===== src/rtl/i2ew_pkg.sv =====
// i2ew_pkg: types and constants for the integer to english words block
// word codes, reciprocal constants for the group split, stage payload types
// no dependencies
package i2ew_pkg;

    localparam int VALUE_W   = 31;
    localparam int CODE_W    = 5;
    localparam int GROUP_W   = 10;
    localparam int Q1_W      = 22;
    localparam int Q2_W      = 12;
    localparam int NUM_GROUPS      = 4;
    localparam int SLOTS_PER_GROUP = 5;
    localparam int NUM_SLOTS       = NUM_GROUPS * SLOTS_PER_GROUP;

    // slot offsets inside one group
    localparam int SLOT_DIGIT   = 0;
    localparam int SLOT_HUNDRED = 1;
    localparam int SLOT_TENS    = 2;
    localparam int SLOT_UNIT    = 3;
    localparam int SLOT_SCALE   = 4;

    // word codes
    localparam logic [CODE_W-1:0] W_ZERO      = 5'd0;
    localparam logic [CODE_W-1:0] W_TENS_BASE = 5'd18;
    localparam logic [CODE_W-1:0] W_HUNDRED   = 5'd28;
    localparam logic [CODE_W-1:0] W_THOUSAND  = 5'd29;
    localparam logic [CODE_W-1:0] W_MILLION   = 5'd30;
    localparam logic [CODE_W-1:0] W_BILLION   = 5'd31;

    // scale word per group, group 0 has none
    localparam logic [CODE_W-1:0] SCALE_CODE [NUM_GROUPS] =
        '{W_ZERO, W_THOUSAND, W_MILLION, W_BILLION};

    localparam logic [6:0] TEEN_MAX = 7'd19;

    // floor(x / 1000) = (x * RECIP_1000) >> 41, exact for x below 2^31
    localparam logic [31:0] RECIP_1000  = 32'd2199023256;
    localparam int          RECIP_SHIFT = 41;
    localparam int          GROUP_DIV   = 1000;
    localparam logic [Q2_W-1:0] ONE_BILLION_Q2 = 12'd1000;
    localparam logic [Q2_W-1:0] TWO_BILLION_Q2 = 12'd2000;

    // floor(g / 100) = (g * 41) >> 12 for g below 1000
    localparam logic [15:0] HUND_RECIP = 16'd41;
    localparam int          HUND_SHIFT = 12;
    // floor(r / 10) = (r * 205) >> 11 for r below 100
    localparam logic [14:0] TENS_RECIP = 15'd205;
    localparam int          TENS_SHIFT = 11;

    typedef struct packed {
        logic [VALUE_W-1:0] value;
    } t_s1;

    typedef struct packed {
        logic [VALUE_W-1:0] value;
        logic [Q1_W-1:0]    q1;
    } t_s2;

    typedef struct packed {
        logic [Q1_W-1:0]    q1;
        logic [Q2_W-1:0]    q2;
        logic [GROUP_W-1:0] g0;
    } t_s3;

    typedef struct packed {
        logic [NUM_GROUPS-1:0][GROUP_W-1:0] grp;
    } t_s4;

    typedef struct packed {
        logic [NUM_GROUPS-1:0][3:0] hund;
        logic [NUM_GROUPS-1:0][6:0] rest;
        logic                       zero;
    } t_s5;

endpackage


===== src/rtl/integer_to_english_words_top.sv =====
// integer_to_english_words_top: reads a 31-bit number out as a stream of word codes
// five-stage split pipeline, a slot register for the emitter, one output register
// depends on i2ew_pkg
//
// One item in, its word codes out one per cycle while i_stall is low, the final word of each
// number marked by o_last_word. An accepted item passes through the five split stages, the
// slot register and the output register. The emitter sends one word per cycle from its slot
// register unless i_stall holds it; a number has one word for zero, up to sixteen for the
// largest inputs. The pipeline in front takes a new item every cycle while it has room, and
// the next number's first word follows the previous number's last word with no gap.
module integer_to_english_words_top (
    input  logic                        i_clk,
    input  logic                        i_rst_n,
    input  logic                        i_valid,
    output logic                        o_stall,
    input  logic [i2ew_pkg::VALUE_W-1:0] i_value,
    output logic                        o_valid,
    input  logic                        i_stall,
    output logic [i2ew_pkg::CODE_W-1:0] o_word_code,
    output logic                        o_last_word
);
    import i2ew_pkg::*;

    t_s1 r_s1, n_s1;
    t_s2 r_s2, n_s2;
    t_s3 r_s3, n_s3;
    t_s4 r_s4, n_s4;
    t_s5 r_s5, n_s5;
    logic r_s1_vld, r_s2_vld, r_s3_vld, r_s4_vld, r_s5_vld;
    logic en1, en2, en3, en4, en5;

    logic [NUM_SLOTS-1:0]             r_mask, n_mask;
    logic [NUM_SLOTS-1:0][CODE_W-1:0] r_codes, n_codes;
    logic [NUM_SLOTS-1:0]             new_mask;
    logic [NUM_SLOTS-1:0][CODE_W-1:0] new_codes;
    logic [NUM_SLOTS-1:0]             pick, rest_mask;
    logic [CODE_W-1:0]                pick_code;
    logic out_load, take, emit_free, emit_load;

    logic              r_out_valid;
    logic [CODE_W-1:0] r_out_code;
    logic              r_out_last;

    // ---------------- group split datapath ----------------
    always_comb begin
        logic [62:0] prod1;
        prod1      = 63'(r_s1.value) * 63'(RECIP_1000);
        n_s1.value = i_value;
        n_s2.value = r_s1.value;
        n_s2.q1    = prod1[RECIP_SHIFT +: Q1_W];
    end

    always_comb begin
        logic [52:0]        prod2;
        logic [VALUE_W-1:0] rem0;
        prod2   = 53'(r_s2.q1) * 53'(RECIP_1000);
        rem0    = r_s2.value - 31'(r_s2.q1) * 31'(GROUP_DIV);
        n_s3.q1 = r_s2.q1;
        n_s3.q2 = prod2[RECIP_SHIFT +: Q2_W];
        n_s3.g0 = rem0[GROUP_W-1:0];
    end

    always_comb begin
        logic [Q1_W:0]   rem1;
        logic [1:0]      bil;
        logic [Q2_W-1:0] rem2;
        rem1 = (Q1_W+1)'(r_s3.q1) - (Q1_W+1)'(r_s3.q2) * (Q1_W+1)'(GROUP_DIV);
        if (r_s3.q2 >= TWO_BILLION_Q2) begin
            bil = 2'd2;
        end else if (r_s3.q2 >= ONE_BILLION_Q2) begin
            bil = 2'd1;
        end else begin
            bil = 2'd0;
        end
        rem2 = r_s3.q2 - Q2_W'(bil) * Q2_W'(GROUP_DIV);
        n_s4.grp[0] = r_s3.g0;
        n_s4.grp[1] = rem1[GROUP_W-1:0];
        n_s4.grp[2] = rem2[GROUP_W-1:0];
        n_s4.grp[3] = GROUP_W'(bil);
    end

    always_comb begin
        logic [15:0]        hprod;
        logic [3:0]         h;
        logic [GROUP_W-1:0] r;
        n_s5.zero = 1'b1;
        n_s5.hund = '0;
        n_s5.rest = '0;
        for (int k = 0; k < NUM_GROUPS; k++) begin
            hprod = 16'(r_s4.grp[k]) * HUND_RECIP;
            h     = hprod[HUND_SHIFT +: 4];
            r     = r_s4.grp[k] - GROUP_W'(h) * GROUP_W'(100);
            n_s5.hund[k] = h;
            n_s5.rest[k] = r[6:0];
            if (r_s4.grp[k] != '0) begin
                n_s5.zero = 1'b0;
            end
        end
    end

    // ---------------- slot build: position 0 is the billion group ----------------
    always_comb begin
        logic [14:0] tprod;
        logic [3:0]  tens;
        logic [6:0]  unit_full;
        logic [3:0]  h;
        logic [6:0]  r;
        new_mask  = '0;
        new_codes = '0;
        for (int p = 0; p < NUM_GROUPS; p++) begin
            h         = r_s5.hund[NUM_GROUPS-1-p];
            r         = r_s5.rest[NUM_GROUPS-1-p];
            tprod     = 15'(r) * TENS_RECIP;
            tens      = tprod[TENS_SHIFT +: 4];
            unit_full = r - 7'(tens) * 7'(10);
            if (h != '0) begin
                new_mask[p*SLOTS_PER_GROUP + SLOT_DIGIT]    = 1'b1;
                new_codes[p*SLOTS_PER_GROUP + SLOT_DIGIT]   = CODE_W'(h);
                new_mask[p*SLOTS_PER_GROUP + SLOT_HUNDRED]  = 1'b1;
                new_codes[p*SLOTS_PER_GROUP + SLOT_HUNDRED] = W_HUNDRED;
            end
            if (r != '0) begin
                new_mask[p*SLOTS_PER_GROUP + SLOT_TENS] = 1'b1;
                if (r <= TEEN_MAX) begin
                    new_codes[p*SLOTS_PER_GROUP + SLOT_TENS] = CODE_W'(r);
                end else begin
                    new_codes[p*SLOTS_PER_GROUP + SLOT_TENS] = W_TENS_BASE + CODE_W'(tens);
                    if (unit_full != '0) begin
                        new_mask[p*SLOTS_PER_GROUP + SLOT_UNIT]  = 1'b1;
                        new_codes[p*SLOTS_PER_GROUP + SLOT_UNIT] = CODE_W'(unit_full);
                    end
                end
            end
            if ((h != '0 || r != '0) && p != NUM_GROUPS - 1) begin
                new_mask[p*SLOTS_PER_GROUP + SLOT_SCALE]  = 1'b1;
                new_codes[p*SLOTS_PER_GROUP + SLOT_SCALE] = SCALE_CODE[NUM_GROUPS-1-p];
            end
        end
        if (r_s5.zero) begin
            new_mask[0]  = 1'b1;
            new_codes[0] = W_ZERO;
        end
    end

    // ---------------- emitter ----------------
    always_comb begin
        out_load  = !r_out_valid || !i_stall;
        take      = out_load && (r_mask != '0);
        pick      = r_mask & (~r_mask + NUM_SLOTS'(1));
        rest_mask = r_mask & ~pick;
        pick_code = '0;
        for (int s = 0; s < NUM_SLOTS; s++) begin
            if (pick[s]) begin
                pick_code = pick_code | r_codes[s];
            end
        end
        emit_free = (r_mask == '0) || (take && rest_mask == '0);
        emit_load = r_s5_vld && emit_free;
        if (emit_load) begin
            n_mask  = new_mask;
            n_codes = new_codes;
        end else if (take) begin
            n_mask  = rest_mask;
            n_codes = r_codes;
        end else begin
            n_mask  = r_mask;
            n_codes = r_codes;
        end
    end

    // stage enables: a stage loads when empty or when its item moves on
    always_comb begin
        en5 = !r_s5_vld || emit_free;
        en4 = !r_s4_vld || en5;
        en3 = !r_s3_vld || en4;
        en2 = !r_s2_vld || en3;
        en1 = !r_s1_vld || en2;
    end

    assign o_stall     = !en1;
    assign o_valid     = r_out_valid;
    assign o_word_code = r_out_code;
    assign o_last_word = r_out_last;

    always_ff @(posedge i_clk) begin
        if (!i_rst_n) begin
            r_s1_vld    <= 1'b0;
            r_s2_vld    <= 1'b0;
            r_s3_vld    <= 1'b0;
            r_s4_vld    <= 1'b0;
            r_s5_vld    <= 1'b0;
            r_mask      <= '0;
            r_out_valid <= 1'b0;
        end else begin
            if (en1) r_s1_vld <= i_valid;
            if (en2) r_s2_vld <= r_s1_vld;
            if (en3) r_s3_vld <= r_s2_vld;
            if (en4) r_s4_vld <= r_s3_vld;
            if (en5) r_s5_vld <= r_s4_vld;
            r_mask <= n_mask;
            if (out_load) r_out_valid <= take;
        end
    end

    always_ff @(posedge i_clk) begin
        if (en1) r_s1 <= n_s1;
        if (en2) r_s2 <= n_s2;
        if (en3) r_s3 <= n_s3;
        if (en4) r_s4 <= n_s4;
        if (en5) r_s5 <= n_s5;
        r_codes <= n_codes;
        if (out_load) begin
            r_out_code <= pick_code;
            r_out_last <= (rest_mask == '0);
        end
    end

    // ---------------- assertions ----------------
    a_words_bound: assert property (@(posedge i_clk) disable iff (!i_rst_n)
        $countones(r_mask) <= 16)
        else $error("more than sixteen words pending for one item");

    a_more_pending: assert property (@(posedge i_clk) disable iff (!i_rst_n)
        (r_out_valid && !r_out_last) |-> (r_mask != '0))
        else $error("word not marked last but nothing left to send");

    a_zero_alone: assert property (@(posedge i_clk) disable iff (!i_rst_n)
        (r_out_valid && r_out_code == W_ZERO) |-> r_out_last)
        else $error("zero word not alone in its item");

endmodule


===== config.mk =====
export PLATFORM = sky130hd
export DESIGN_NAME = integer_to_english_words_top
export DESIGN_NICKNAME = d
export VERILOG_FILES = /design/src/rtl/i2ew_pkg.sv /design/src/rtl/integer_to_english_words_top.sv
export SDC_FILE = /design/constraint.sdc
export NUM_CORES = 2
export LEC_CHECK = 0
export ABC_AREA = 1
export BUFFER_PORTS_ARGS = -buffer_cell sky130_fd_sc_hd__buf_4
export CAP_MARGIN = 30
export CORE_ASPECT_RATIO = 1.5
export CORE_UTILIZATION = 45
export DETAILED_ROUTE_END_ITERATION = 10
export PLACE_DENSITY = 0.61
export SKIP_LAST_GASP = 1
export SLEW_MARGIN = 0
export SYNTH_ARGS = -nofsm -noshare
export SYNTH_HDL_FRONTEND = slang
export SYNTH_SLANG_ARGS = --single-unit
export TNS_END_PERCENT = 5

===== constraint.sdc =====
create_clock -name i_clk -period 5.7 [get_ports i_clk]
set_input_delay 0.285 -clock i_clk [delete_from_list [all_inputs] [get_ports i_clk]]
set_output_delay 0.285 -clock i_clk [all_outputs]
set_load 0.05 [all_outputs]

==> run summary <==
Yosys synthesis warning count = 0
Initial DRC Count = 1072
Post-synthesis mux area share = 0%
Worst-Skew Late Latency = 0.61 ns
CTS root buf = clkbuf_16
Final WS setup = -0.5670 ns
R2r worst-path depth = 24
Post-Synth Simple-Gate Area = 9.101%
Final setup fails = 52
Gate Count Post-Synth = 4433
Slew @ Worst Pin = 1.067 ns
Tcrit/Tclk final = 109.9%
Syn Nets = 5915
Critical Path RT = 6.03 ns
Vias = 31240
Antenna violations before repair = 1
Fin nets = 6512
Fillcell total = 8218
Max incr delay on CP = 0.51 ns
Mapped Avg Cell Area = 9.332 sq um
Chip height = 373.3 um
CP arrival = 6.59 ns
Horiz. Die Dim = 249.6 um
Post-Route WL = 113100 um
Post-Route Skew = 0.03714 ns
Commonest non-fill, non-tap cell in the layout = inv_1
Worst setup SP type = flip-flop
Cell Area, Synth = 41370 sq um
Commonest cells after routing, fill and taps aside = inv_1, ha_1, buf_4
Post-synth EDFFs = 219
Routed length per instance = 18.20 um
I/O pins = 43
Distinct cells, synth = 53
Synth Area in XOR/XNOR = 2.392%
Hold Crit Depth = 2
Final ANT Viol Nets = 0
Vias in the first global route = 34310
CP endpoint kind = flip-flop
# diodes = 0
Drt via density = 5.026
Failing checks = negative setup slack
Crit-path max FO = 7
Final min period = 6.267 ns
Post-Synth Adder-Cell Area = 53.31%
WP buf/inv = 6
Most frequent CP cell = fa_1
Largest family of logic cells by synthesized area = adder cells
Share of layout cells above drive strength 1 = 15.68%
Port-buffer cells = 42
Remaining global-route overflow = 0
TNS Setup = -19.31 ns
Remaining DRCs = 0
R2r setup slk = -0.57 ns
Clk pin slew, worst setup/hold paths = 0.07 ns
H-tree Lvls = 1
Final Hold Fails = 0
CP top delay family = adder cells
Pre-Repair DR Iteration Count = 5
Critical path depth = 24
Layout area overhead = 19.33%
CP max-delay cell = fa_1
Status = finished with violations
# rows = 135
Die area = 93170 sq um
Max-slew violations = 0
Synth Flop Type = edfxtp_1
Critical path type = flip-flop to flip-flop
Detailed Place HPWL = 101900 um
Sequential area share after synthesis = 17.15%
Placer Congestion = 0.9493
Core region area = 90710 sq um
Global-route wire length before repair = 179400 um
Post-synth ARST share = 0%
Clk buf depth = 3
Gr usage total = 25.10%
CTS tree = built
Max Cap Viol = 0
Largest net degree at the start of global routing = 53
Synthesized flop and latch total = 245
CTS sink count = 245
RSZ-0062 raised after global routing = true
Relative slew slack = 28.66%
F_max = 0.1596 GHz
Initial cell density of the core = 45.61%
Compound-Gate Fraction of Synth Area = 6.261%
CTS buffer count = 29
HP Class = input port to flip-flop
Worst path cell trace = buf_4 -> buf_4 -> ha_1 -> ha_2 -> inv_1 -> fa_1 -> inv_1 -> fa_1 -> fa_1 -> fa_1 -> fa_1 -> inv_1 -> fa_1 -> inv_1 -> ha_4 -> nand2_1 -> nand2_1 -> a31oi_4 -> a21boi_4 -> o21ai_2 -> a221oi_2 -> nand2_1 -> nand2_1 -> nand2_1
==> worst paths after layout <==
path	startpoint	to
max	r_s1[4]$_DFFE_PN_	n_s3[38]$_DFFE_PP_
min	i_rst_n	r_mask[3]$_SDFFE_PN0P_
max reg2reg	r_s1[4]$_DFFE_PN_	n_s3[38]$_DFFE_PP_
min reg2reg	r_s2[22]$_DFFE_PP_	n_s4[0]$_DFFE_PP_
==> flip-flops by register name (all words and copies together), names as in the netlist <==
name,cells
r_mask,20
r_s3_vld,1
r_s2,10
r_s1,31
r_codes,50
o_word_code,5
r_s3,22
r_s4,32
o_last_word,1
r_s1_vld,1
r_s5,36
r_s4_vld,1
n_s4,10
r_s5_vld,1
r_s2_vld,1
n_s3,22
o_valid,1
==> metrics by stage <==
stage	cells	instance area, sq um	utilization (%)	worst slack, ns	hold WS (ns)
CTS	6209	49220	54.27	-0.5175	0.02331
global route	6216	49360	54.42	-0.8707	0.05064
global placement	6111	47390	52.24	-0.6881	0.4022
floorplan	4433	41960	-	-0.1970	0.3839
detailed placement	6111	47390	52.24	-0.7481	0.4045
finish	6216	49360	54.42	-0.5670	0.06165
==> logic make-up after synthesis <==
kind of cell,after synthesis
flops,245
compound gates,455
simple gates,877
buf+inv,1296
fa+ha+maj,1447
xor+xnor,113
==> final cells by class <==
cell class              count  area (sq um)  area share, %
flip-flops and latches    245          7097          14.38
repair buffers            586          4551          9.218
clock buffers              34         785.8          1.592
multi-input cells        2892         30440          61.66
clock inverters            19         247.7         0.5019
inverters                1276          4790          9.702
well taps                1164          1456          2.950
==> per-layer routing <==
layer | share of wire (%) | track usage [%]
met5 | 0 | 0
met4 | 8.4 | 17.73
met3 | 2.2 | 1.881
met2 | 56 | 50.28
met1 | 34 | 23.62
==> Yosys cell counts, drive strengths merged (2+ instances only) <==
master	number	area (sq um)
inv	1276	4790
ha	921	11520
fa	526	10530
nand2	412	1567
nor2	230	893.4
edfxtp	219	6576
a21oi	204	1032
o21ai	128	644.4
nand3	117	590.6
xor2	77	674.4
nand4	39	244.0
xnor2	36	315.3
a31oi	30	187.7
dfxtp	26	520.5
nor3	25	125.1
nor4	21	131.4
or2	21	131.4
clkbuf	17	63.81
o211ai	17	127.6
a21o	15	112.6
o21a	12	90.09
o21bai	11	82.58
a211oi	10	75.07
and3	5	31.28
o221ai	4	35.03
a2111oi	3	26.28
a221oi	3	26.28
buf	3	21.27
nand3b	3	22.52
a21boi	2	15.01
a22o	2	17.52
a22oi	2	15.01
a311oi	2	17.52
a31o	2	17.52
o22ai	2	12.51
o2bb2ai	2	17.52
==> timing repair <==
item / 4_1_cts / 5_1_grt
pin swaps: 23 / 19
setup buffers: 13 / 7
resized for setup: 72 / 22
hold endpoints to repair: 32 / 0
endpoints found under the setup margin: 52 / 52
hold buffers: 32 / 0
Power is left out: the tool's default activity adds up to more than one toggle a clock period on the data nets, which glitch-free logic cannot reach.
